$ cat config.mk
export PLATFORM = sky130hd
export DESIGN_NAME = pbp_dot
export DESIGN_NICKNAME = d
export VERILOG_FILES = /design/src/sv/pbp_pkg.sv /design/src/sv/pbp_dot.sv
export SDC_FILE = /design/constraint.sdc
export NUM_CORES = 1
export LEC_CHECK = 0
export BUFFER_PORTS_ARGS = -buffer_cell sky130_fd_sc_hd__buf_2
export CORE_AREA = 2 2 174 193
export DETAILED_ROUTE_END_ITERATION = 8
export DIE_AREA = 0 0 176 195
export PLACE_DENSITY = 0.78
export SYNTH_ARGS = -nofsm -noshare
export SYNTH_HDL_FRONTEND = slang
export SYNTH_SLANG_ARGS = --single-unit
$ cat constraint.sdc
create_clock -name clk_i -period 4.1 [get_ports clk_i]
set_clock_uncertainty 0.15 [all_clocks]
set_input_delay 0.41 -clock clk_i [delete_from_list [all_inputs] [get_ports clk_i]]
set_output_delay 0.41 -clock clk_i [all_outputs]
set_load 0.02 [all_outputs]
$ cat src/sv/pbp_pkg.sv
`timescale 1ns / 1ps

package pbp_pkg;

  // Table geometry
  localparam int INDEX_BITS  = 10;
  localparam int HIST_LEN    = 32;
  localparam int WEIGHT_BITS = 8;
  localparam int ROWS        = 1 << INDEX_BITS;
  localparam int ROW_LEN     = HIST_LEN + 1;

  // Fixed field widths
  localparam int ADDR_W      = 32;
  localparam int SUM_W       = 14;
  localparam int THR_W       = 13;
  localparam int THR_RESET   = 75;
  localparam int IN_DATA_W   = ((ADDR_W + 1 + 7) / 8) * 8;
  localparam int OUT_DATA_W  = ((1 + SUM_W + 1 + 7) / 8) * 8;

  // Adder tree: groups of GROUP terms summed in the first stage
  localparam int GROUP       = 8;
  localparam int NGROUPS     = (ROW_LEN + GROUP - 1) / GROUP;
  localparam int PART_W      = WEIGHT_BITS + 1 + $clog2(GROUP);
  localparam int ACC_W_RAW   = PART_W + $clog2(NGROUPS) + 1;
  localparam int ACC_W       = (ACC_W_RAW > SUM_W + 1) ? ACC_W_RAW : SUM_W + 1;

  // Operation codes carried in tuser
  localparam logic FUNC_LOOKUP = 1'b0;
  localparam logic FUNC_UPDATE = 1'b1;

  typedef logic [ROW_LEN-1:0][WEIGHT_BITS-1:0] row_t;
  typedef logic [HIST_LEN-1:0] hist_t;
  typedef logic [INDEX_BITS-1:0] index_t;
  typedef logic signed [SUM_W-1:0] sum_t;

  // Result item, predict_taken in the lowest bit
  typedef struct packed {
    logic trained;
    sum_t sum;
    logic predict_taken;
  } res_t;

endpackage

$ cat src/sv/pbp_dot.sv
`timescale 1ns / 1ps

module pbp_dot (
  input  logic          clk_i,
  input  logic          rst_ni,
  input  logic          valid_i,
  input  pbp_pkg::row_t row_i,
  input  pbp_pkg::hist_t hist_i,
  output logic          valid_o,
  output pbp_pkg::sum_t sum_o
);

  localparam logic signed [pbp_pkg::ACC_W-1:0] SatHi =
    pbp_pkg::ACC_W'((2 ** (pbp_pkg::SUM_W - 1)) - 1);
  localparam logic signed [pbp_pkg::ACC_W-1:0] SatLo =
    pbp_pkg::ACC_W'(-(2 ** (pbp_pkg::SUM_W - 1)));

  logic [pbp_pkg::ROW_LEN-1:0] add_sel;
  logic signed [pbp_pkg::PART_W-1:0] part_d [pbp_pkg::NGROUPS];
  logic signed [pbp_pkg::PART_W-1:0] part_q [pbp_pkg::NGROUPS];
  logic signed [pbp_pkg::ACC_W-1:0] acc;
  pbp_pkg::sum_t sum_d, sum_q;
  logic v1_q, v2_q;

  // Align history with row entries; the bias is always added
  always_comb begin
    add_sel[0] = 1'b1;
    for (int j = 1; j < pbp_pkg::ROW_LEN; j++) begin
      add_sel[j] = hist_i[pbp_pkg::HIST_LEN-j];
    end
  end

  // Stage one: signed partial sums per group
  always_comb begin
    logic signed [pbp_pkg::WEIGHT_BITS-1:0] w;
    logic signed [pbp_pkg::PART_W-1:0] term;
    for (int g = 0; g < pbp_pkg::NGROUPS; g++) begin
      part_d[g] = '0;
      for (int k = 0; k < pbp_pkg::GROUP; k++) begin
        if (g * pbp_pkg::GROUP + k < pbp_pkg::ROW_LEN) begin
          w = row_i[g * pbp_pkg::GROUP + k];
          term = pbp_pkg::PART_W'(w);
          if (!add_sel[g * pbp_pkg::GROUP + k]) begin
            term = -term;
          end
          part_d[g] = part_d[g] + term;
        end
      end
    end
  end

  always_ff @(posedge clk_i) begin
    for (int g = 0; g < pbp_pkg::NGROUPS; g++) begin
      part_q[g] <= part_d[g];
    end
  end

  // Stage two: total and saturate to the result width
  always_comb begin
    acc = '0;
    for (int g = 0; g < pbp_pkg::NGROUPS; g++) begin
      acc = acc + pbp_pkg::ACC_W'(part_q[g]);
    end
    if (acc > SatHi) begin
      sum_d = pbp_pkg::SUM_W'(SatHi);
    end else if (acc < SatLo) begin
      sum_d = pbp_pkg::SUM_W'(SatLo);
    end else begin
      sum_d = pbp_pkg::SUM_W'(acc);
    end
  end

  always_ff @(posedge clk_i) begin
    sum_q <= sum_d;
  end

  // Track valid through both stages
  always_ff @(posedge clk_i or negedge rst_ni) begin
    if (!rst_ni) begin
      v1_q <= 1'b0;
      v2_q <= 1'b0;
    end else begin
      v1_q <= valid_i;
      v2_q <= v1_q;
    end
  end

  assign valid_o = v2_q;
  assign sum_o   = sum_q;

endmodule

==> results of run 1 <==
## Yosys cell counts, types with 3 or more instances
master | number | area [um2]
a211oi_1 | 5 | 37.5
a21boi_1 | 4 | 30.0
a21o_1 | 25 | 188
a21oi_1 | 113 | 566
a31oi_1 | 40 | 250
and2_1 | 5 | 31.3
and3_1 | 3 | 18.8
clkbuf_1 | 33 | 124
dfxtp_1 | 74 | 1480
fa_1 | 290 | 5810
ha_1 | 96 | 1200
inv_1 | 485 | 1820
mux2_2 | 38 | 428
mux2i_1 | 10 | 100
nand2_1 | 64 | 240
nand2b_1 | 27 | 169
nand3_1 | 21 | 105
nor2_1 | 207 | 777
nor2b_1 | 7 | 43.8
nor3_1 | 76 | 380
o21a_1 | 14 | 105
o21ai_0 | 39 | 195
o21ai_1 | 4 | 20.0
o21bai_1 | 3 | 22.5
o31ai_1 | 5 | 37.5
or4_1 | 4 | 30.0
xnor2_1 | 157 | 1380
xnor3_1 | 4 | 90.1
xor2_1 | 110 | 963
## final cells by class
| class | instances | area (um2) | share of cell area, % |
|---|---|---|---|
| repair buffers | 772 | 5520 | 21.8 |
| inverters | 485 | 1920 | 7.60 |
| well taps | 426 | 533 | 2.11 |
| clock buffers | 10 | 229 | 0.906 |
| multi-input cells | 1398 | 15500 | 61.2 |
| clock inverters | 6 | 41.3 | 0.163 |
| flip-flops and latches | 76 | 1530 | 6.07 |
| diodes | 12 | 30.0 | 0.119 |
## layer usage
metal  wire, um  track usage (%)
met1      20300             33.9
met2      30200             59.0
met3       2380             2.94
met4       3210             14.3
met5          0                0
## registers in the layout, summed over array words and instances, names as in the netlist
| name | flops |
|---|---|
| sum_o | 14 |
| v1_q | 1 |
| part_q | 60 |
| valid_o | 1 |
## cell families (layout without fill, tap and decap cells)
| kind of cell | count (synthesis) | count (layout) |
|---|---|---|
| muxes | 48 | 48 |
| DFF | 76 | 76 |
| AOI/OAI and AO/OA | 264 | 264 |
| buffers and inverters | 521 | 1273 |
| xor gates and xnor gates | 271 | 271 |
| adders and majority gates | 386 | 386 |
| and+or+nand+nor | 429 | 429 |
| other | 0 | 12 |
## path summary, 6_finish.rpt
check	from	endpoint	slack, ps	cells past startpoint
min in group asynchronous	rst_ni	valid_o	230	2
worst max-delay path	row_i[193]	part_q[0][46]	-550	22
worst min-delay path	valid_i	v1_q	30	1
worst min register to register	v1_q	valid_o	200	0
worst max register to register	part_q[0][5]	sum_o[1]	-400	19
max in group asynchronous	rst_ni	v1_q	3470	2
## timing repair
action | CTS | global route
buffers inserted | 48 | 31
endpoints found under the setup margin | 39 | 42
gates cloned | 1 | 0
hold buffers | 1 | 0
pin swaps | 201 | 156
resized for setup | 246 | 173
endpoints found under the hold margin | 2 | 0
## worst reg2reg max path, cell delays in order (launching register included)
cell      delay, ps
dfxtp_1         300
inv_1            50
fa_1            540
inv_1            60
fa_1            510
inv_1            60
fa_1            500
inv_1            70
ha_4            280
buf_4           100
buf_4           120
nand2_1          90
a211oi_2        350
a21oi_2          80
a31oi_1         300
buf_4           170
o31ai_1          80
a211oi_2        290
buf_4           200
o21a_1          120
## through the flow
stage                     utilization [%]  std cells  TNS, ps  worst slack [ps]
after floorplan                         -       1995    -4890              -495
after global placement               70.7       3105   -22510              -871
after detailed placement             70.7       3105   -26490              -953
after CTS                            75.8       3160    -9800              -409
after global routing                 78.5       3185   -18040              -701
final                                78.5       3185   -12140              -546
==> results_dict.tcl, run 1 <==
set metrics [dict create \
    status "finished with violations" \
    violations "setup timing" \
    synthSimpleGateAreaFrac_pct 11.4 \
    tightest_slew_ps 557 \
    grt_pass1_wl_mm 84.2 \
    drt-pass1-iter-count 7 \
    avgSynthCellArea_um2 8.51 \
    final_cell_area_um2 25300 \
    path_clk_slew_ps 60 \
    clock-sinks 76 \
    grtUsageTotal_pct 30.8 \
    cts_made_buffers 9 \
    criticalPathCategory "in2reg" \
    critPathMaxFanout 3 \
    dp_hpwl_mm 43.2 \
    grt_overflow 0 \
    start_util_pct 52.7 \
    cp_top_family "adder cells" \
    async_flop_share_pct 2.63 \
    hold_class "in2reg" \
    n_fill_cell 1922 \
    die_height_um 195 \
    fin_ws_ps -546 \
    slew_viol_final 0 \
    critPathRequiredTime_ps 4190 \
    slowest_stage "fa_1" \
    crit_arrival_ps 4740 \
    synth_top_family_by_area "adder cells" \
    hold-worst-slack_ps 25.3 \
    synthAdderAreaFrac_pct 41.3 \
    drt_iter0_drc 989 \
    clockBufferDepth 2 \
    max_cap_viol_count 0 \
    ys_warn_count 0 \
    ant_nets 0 \
    cp-start-kind "input pin" \
    finalWeightedCongestion 0.958 \
    vias 16649 \
    cp_cell_sequence "buf_8 -> inv_6 -> ha_4 -> nor2_4 -> xor2_2 -> fa_1 -> fa_1 -> fa_1 -> inv_1 -> fa_1 -> inv_1 -> ha_2 -> inv_2 -> fa_2 -> nor2b_4 -> o21ai_4 -> a21boi_2 -> o21a_1 -> o21ai_2 -> nand2b_1 -> a21oi_2 -> xnor2_1" \
    layout_commonest_cell "buf_4" \
    cpPeakStageDelay_ps 530 \
    finalHoldViolCount 0 \
    relSlewSlack_pct 62.6 \
    synth_fp_nets 2680 \
    max_freq_mhz 215 \
    synth-compound-area-share_pct 9.27 \
    grt_pass1_vias 17944 \
    viasPerCell 5.23 \
    cts_tree "yes" \
    dpl_cell_area_um2 22800 \
    synth_area_um2 17000 \
    setup-violations-final 39 \
    die_x_um 176 \
    wire_per_inst_um 17.6 \
    drive_above_1_share_pct 43.7 \
    portBuffers 313 \
    synth-main-ff-cell "dfxtp_1" \
    synth_edf_count 0 \
    clock_latency_ps 350 \
    ys_seq_area_share_pct 9.02 \
    dieArea_um2 34300 \
    finalCritPeriodShare_pct 113 \
    syn_to_final_growth_pct 48.9 \
    grt_setup_unrepaired "yes" \
    drc_errors 0 \
    synth_xor_area_share_pct 14.3 \
    grt_start_max_net_pins 14 \
    crit_buf_inv 5 \
    cts_root_buf "clkbuf_16" \
    synth_seq_cells 76 \
    antenna_found_initial 12 \
    final_cell_mix "buf_4, inv_1, buf_2" \
    drt_wl_total_mm 56.1 \
    end_kind "flop" \
    period_needed_ps 4650 \
    nets 3427 \
    synth_cells 1995 \
    boundaryPins 314 \
    synth_cell_types 52 \
    path_common_cell "fa_1" \
    coreArea_um2 32200 \
    synthMuxAreaShare_pct 3.11 \
    htree_levels 3 \
    rows 69 \
]
Power of run 1 is left out: the tool's default activity adds up to more than one toggle a clock period on the data nets, which glitch-free logic cannot reach.
==> inputs of run 2 (changes only) <==
- CORE_AREA: 2 2 174 193 -> 2 2 213 236
- DIE_AREA: 0 0 176 195 -> 0 0 215 238
- PLACE_DENSITY: 0.78 -> 0.55
==> results_dict.tcl, run 2 (synthesized netlist as in run 1, its figures left out) <==
set metrics [dict create \
    setup-violations-final 36 \
    finalCritPeriodShare_pct 109 \
    min_to "v1_q" \
    clock-sinks 76 \
    slew_viol_final 0 \
    drc_errors 0 \
    viasPerCell 4.49 \
    dpl_cell_area_um2 23200 \
    grt_overflow 0 \
    grt_pass1_vias 16683 \
    path_clk_slew_ps 60 \
    n_fill_cell 4682 \
    die_x_um 215 \
    status "finished with violations" \
    ant_nets 0 \
    min_path_cells 1 \
    hold_start "valid_i" \
    start_util_pct 34.8 \
    grt.busiest_layer "met2" \
    boundaryPins 314 \
    max_cap_viol_count 0 \
    critPathMaxFanout 3 \
    nets 3422 \
    startpoint "row_i[72]" \
    grt_pass1_wl_mm 81.5 \
    finalHoldViolCount 0 \
    clock_latency_ps 330 \
    period_needed_ps 4470 \
    multi_input_area_um2 15500 \
    register_area_um2 1540 \
    final_cell_mix "buf_4, inv_1, buf_2" \
    largest_register "part_q" \
    met3_usage_pct 2.00 \
    cts_tree "yes" \
    r2r_end "sum_o[2]" \
    finalWeightedCongestion 0.932 \
    max_freq_mhz 224 \
    antenna_found_initial 12 \
    fin_ws_ps -370 \
    met2_usage_pct 38.7 \
    htree_levels 3 \
    drt_wl_total_mm 50.9 \
    clockBufferDepth 2 \
    dieArea_um2 51200 \
    final_cell_area_um2 25500 \
    cts_root_buf "clkbuf_16" \
    wire_per_inst_um 14.9 \
    drt-pass1-iter-count 5 \
    portBuffers 313 \
    drive_above_1_share_pct 44.3 \
    r2r_cells 18 \
    r2r-start "part_q[0][4]" \
    layout_commonest_cell "buf_4" \
    setup_tns_ps -8290 \
    criticalPathCategory "in2reg" \
    cts_made_buffers 9 \
    grtUsageTotal_pct 20.0 \
    post-route-util_pct 52.4 \
    relSlewSlack_pct 63.0 \
    rows 85 \
    r2r_slack_ps -270 \
    hold-worst-slack_ps 40.5 \
    violations "setup timing" \
    largest_register_ffs 60 \
    grt_start_max_net_pins 15 \
    tightest_slew_ps 550 \
    grt_use_met1_pct 23.3 \
    hold_class "in2reg" \
    syn_to_final_growth_pct 50.5 \
    crit_arrival_ps 4590 \
    vias 15298 \
    grt_setup_unrepaired "yes" \
    dp_hpwl_mm 45.5 \
    drt_iter0_drc 465 \
    die_height_um 238 \
    cp-start-kind "input pin" \
    critPathRequiredTime_ps 4210 \
    coreArea_um2 48700 \
    end_kind "flop" \
]
## run 2: changes by cell type in the layout (fill, tap and decap cells not counted), moves of 6 or more
| cell | delta |
|---|---|
| inv_2 | +15 |
| nor2_4 | -8 |
| fa_1 | -7 |
| nor3_4 | +6 |
| fa_2 | +7 |
| buf_6 | -9 |
| nor3_2 | -10 |
| inv_1 | -11 |
| nor2_2 | +8 |
## run 2: layer usage
layer  part of all wire [%]  wire length [um]  vias to the layer above
met4                    2.6              1300                        4
met1                     40             20500                     7409
met2                     55             28000                      229
met5                  0.059                30                        -
met3                    2.2              1140                       60
li1                       -                 -                     7596
## run 2: metrics by stage
stage          std cells  worst slack [ps]
3_3_place_gp        3348              -956
6_report            3404              -370
4_1_cts             3385              -379
3_5_place_dp        3348              -949
5_1_grt             3404              -540
2_1_floorplan       1995              -495
## run 2: worst max path at each step
| stage | endpoint | slack (ps) | cells past startpoint |
|---|---|---|---|
| after global routing | part_q[0][22] | -540 | 22 |
| after floorplan | part_q[0][10] | -500 | 19 |
| after CTS | part_q[0][10] | -380 | 20 |
| after detailed placement | part_q[0][11] | -950 | 19 |
| final | part_q[0][22] | -370 | 21 |
| after global placement | part_q[0][11] | -960 | 20 |
## run 2: timing repair
| item | CTS | global route |
|---|---|---|
| endpoints found under the hold margin | 2 | 0 |
| buffers inserted | 33 | 17 |
| cloned | 1 | 0 |
| endpoints found under the setup margin | 40 | 41 |
| hold buffers | 1 | 0 |
| pin swaps | 174 | 156 |
| resized for setup | 250 | 174 |
## run 2: layout make-up
cell class | count | area share, %
Tap cell | 652 | 3.19
Multi-Input combinational cell | 1398 | 60.6
Inverter | 485 | 7.47
Sequential cell | 76 | 6.01
Clock inverter | 7 | 0.289
Antenna cell | 10 | 0.0980
Clock buffer | 9 | 0.882
Timing Repair Buffer | 767 | 21.4
## run 2: worst max-delay path, stage by stage
cell      delay (ps)
buf_4            120
inv_2             40
ha_4             170
a21oi_4          180
xnor2_2          100
fa_1             570
inv_1             70
fa_1             500
fa_1             500
inv_1             60
fa_1             540
inv_1             60
ha_4             230
nor2b_2          150
o21ai_2          160
a21boi_2          80
o21ai_1          140
nand2b_1          90
a21o_1           180
a21oi_2          120
xnor2_1          110
Power of run 2 is left out for the same reason.
==> inputs of run 3 (changes only) <==
- ABC_AREA: default -> 1
- CORE_AREA: 2 2 213 236 -> 2 2 178 197
- DIE_AREA: 0 0 215 238 -> 0 0 180 199
- PLACE_DENSITY: 0.55 -> 0.79
==> results_dict.tcl, run 3 <==
set metrics [dict create \
    yosys.area.top_type "fa_1" \
    portBuffers 313 \
    synth-main-ff-cell "dfxtp_1" \
    hold-worst-slack_ps 30.3 \
    coreArea_um2 33800 \
    r2r_cells 20 \
    boundaryPins 314 \
    largest_register_ffs 60 \
    drive_above_1_share_pct 37.8 \
    clock_latency_ps 340 \
    grt_overflow 0 \
    relSlewSlack_pct 61.1 \
    r2r_slack_ps -30 \
    hold_class "in2reg" \
    tightest_slew_ps 577 \
    synthTopCellsByCount "inv_1, nand2_1, fa_1, nor2_1, xor2_1" \
    n_fill_cell 2233 \
    crit_buf_inv 7 \
    grt_start_max_net_pins 15 \
    place_ws_ps -845 \
    setup-violations-final 23 \
    path_common_cell "nand2_1" \
    synth_edf_count 0 \
    drt_iter0_drc 1008 \
    min_path_cells 1 \
    synth_area_um2 18100 \
    wl_met3_mm 2.54 \
    min_to "v1_q" \
    critPathMaxFanout 4 \
    violations "setup timing" \
    wire_per_inst_um 15.5 \
    grtUsageTotal_pct 31.2 \
    grt_setup_unrepaired "yes" \
    antenna_found_initial 4 \
    die_x_um 180 \
    htree_levels 3 \
    dpl_cell_area_um2 24400 \
    ys_seq_area_share_pct 8.46 \
    dieArea_um2 35800 \
    hold_start "valid_i" \
    viasPerCell 5.01 \
    die_height_um 199 \
    synth_seq_cells 76 \
    rows 71 \
    ant_nets 0 \
    cp_top_family "adder cells" \
    start_util_pct 53.5 \
    synth_cells 2495 \
    met2WireLength_mm 30.6 \
    layout_commonest_cell "inv_1" \
    critPathRequiredTime_ps 4190 \
    grt_pass1_vias 19842 \
    async_flop_share_pct 2.63 \
    grt_pass1_wl_mm 90.5 \
    ys_warn_count 0 \
    r2r-start "part_q[0][3]" \
    slowest_stage "fa_1" \
    clock-sinks 76 \
    end_kind "flop" \
    finalHoldViolCount 0 \
    final_cell_area_um2 26800 \
    synth_cell_types 48 \
    avgSynthCellArea_um2 7.25 \
    fin_ws_ps -416 \
    criticalPathCategory "in2reg" \
    largest_register "part_q" \
    synth.most_common_cell "inv_1" \
    finalWeightedCongestion 0.945 \
    cts_made_buffers 9 \
    period_needed_ps 4520 \
    cpPeakStageDelay_ps 500 \
    ys_top_cells_by_area "fa_1, inv_1, nand2_1" \
    status "finished with violations" \
    cts_root_buf "clkbuf_16" \
    max_freq_mhz 221 \
    cts_tree "yes" \
    startpoint "row_i[88]" \
    synth_fp_nets 3180 \
    crit_arrival_ps 4600 \
    drc_errors 0 \
    top_layer "met4" \
    synth_top_area_share_pct 32.1 \
    final_cell_mix "inv_1, buf_4, nand2_1" \
    vias 18806 \
    cp-start-kind "input pin" \
    max_cap_viol_count 0 \
    path_clk_slew_ps 60 \
    syn_to_final_growth_pct 48.0 \
    wl_met1_mm 22.0 \
    finalCritPeriodShare_pct 110 \
    drt_wl_total_mm 58.0 \
    clockBufferDepth 2 \
    r2r_end "sum_o[10]" \
    drt-pass1-iter-count 6 \
    slew_viol_final 0 \
    dp_hpwl_mm 46.5 \
    nets 3989 \
]
## run 3: cell types whose count changed in the layout (fill, tap and decap cells not counted), sizes merged, moves of 41 or more
cell / previous run / this run
a21oi: 113 / 72
nand2: 64 / 435
nand3: 21 / 114
o21ai: 44 / 109
nor3: 76 / 28
xor2: 110 / 166
inv: 486 / 776
xnor2: 157 / 54
nor2: 207 / 166
## run 3: how the worst max path moves through the flow
stage                     to  slack, ps  depth (start not counted)
2_1_floorplan  part_q[0][23]       -390                         25
3_3_place_gp   part_q[0][47]       -780                         22
3_5_place_dp   part_q[0][47]       -850                         23
4_1_cts        part_q[0][46]       -390                         21
5_1_grt        part_q[0][23]       -590                         24
6_report       part_q[0][23]       -420                         26
## run 3: logic make-up (layout without fill, tap and decap cells)
logic type / after synthesis / in the layout / synth area share [%]
buffers and inverters: 784 / 1596 / 16.3
and+or+nand+nor: 777 / 778 / 17.8
adders and majority gates: 386 / 386 / 38.7
AOI/OAI and AO/OA: 252 / 253 / 8.03
xor gates and xnor gates: 220 / 220 / 10.7
DFF: 76 / 76 / 8.46
other: 0 / 4 / 0
## run 3: per-stage QoR
step,TNS (ps),instances,util [%]
after floorplan,-3080,2495,-
after global placement,-14930,3678,72.1
after detailed placement,-18180,3678,72.1
after CTS,-3970,3729,76.5
after global routing,-9760,3751,79.1
final,-5000,3751,79.1
## run 3: area by class of cell
type,instances,area [um2],share of cell area [%]
well taps,438,548,2.05
multi-input cells,1637,15700,58.7
diodes,4,10.0,0.0374
inverters,779,3090,11.5
flip-flops and latches,76,1530,5.72
clock inverters,7,98.8,0.369
clock buffers,9,225,0.841
repair buffers,801,5560,20.8
## run 3: repair_timing
action                     4_1_cts  5_1_grt
buffers inserted                38       30
gates cloned                     0        2
hold endpoints to repair         2        0
pin swaps                      193      135
resized for setup              229      193
setup endpoints to repair       25       42
hold buffers                     1        0
## run 3: metal layers
| metal | global-route usage (%) | vias up |
|---|---|---|
| met5 | 0 | - |
| met4 | 13.1 | 0 |
| met3 | 3.19 | 204 |
| met2 | 58.9 | 617 |
| met1 | 36.0 | 9023 |
| li1 | - | 8962 |
## run 3: worst register-to-register path: stages, from the launching register on
cell and delay (ps):
dfxtp_1 340, inv_1 80, fa_1 560, inv_1 80, fa_1 530, inv_1 60
fa_1 500, inv_1 60, ha_4 300, nand3_1 100, nand2_2 140, a21oi_2 80
o21ai_2 170, nand3_1 140, nand2_1 120, nand2_1 70, nand2_2 140, nand2_2 110
nand2_2 160, nand2_1 100, nand2_1 70
Power of run 3 is left out for the same reason.
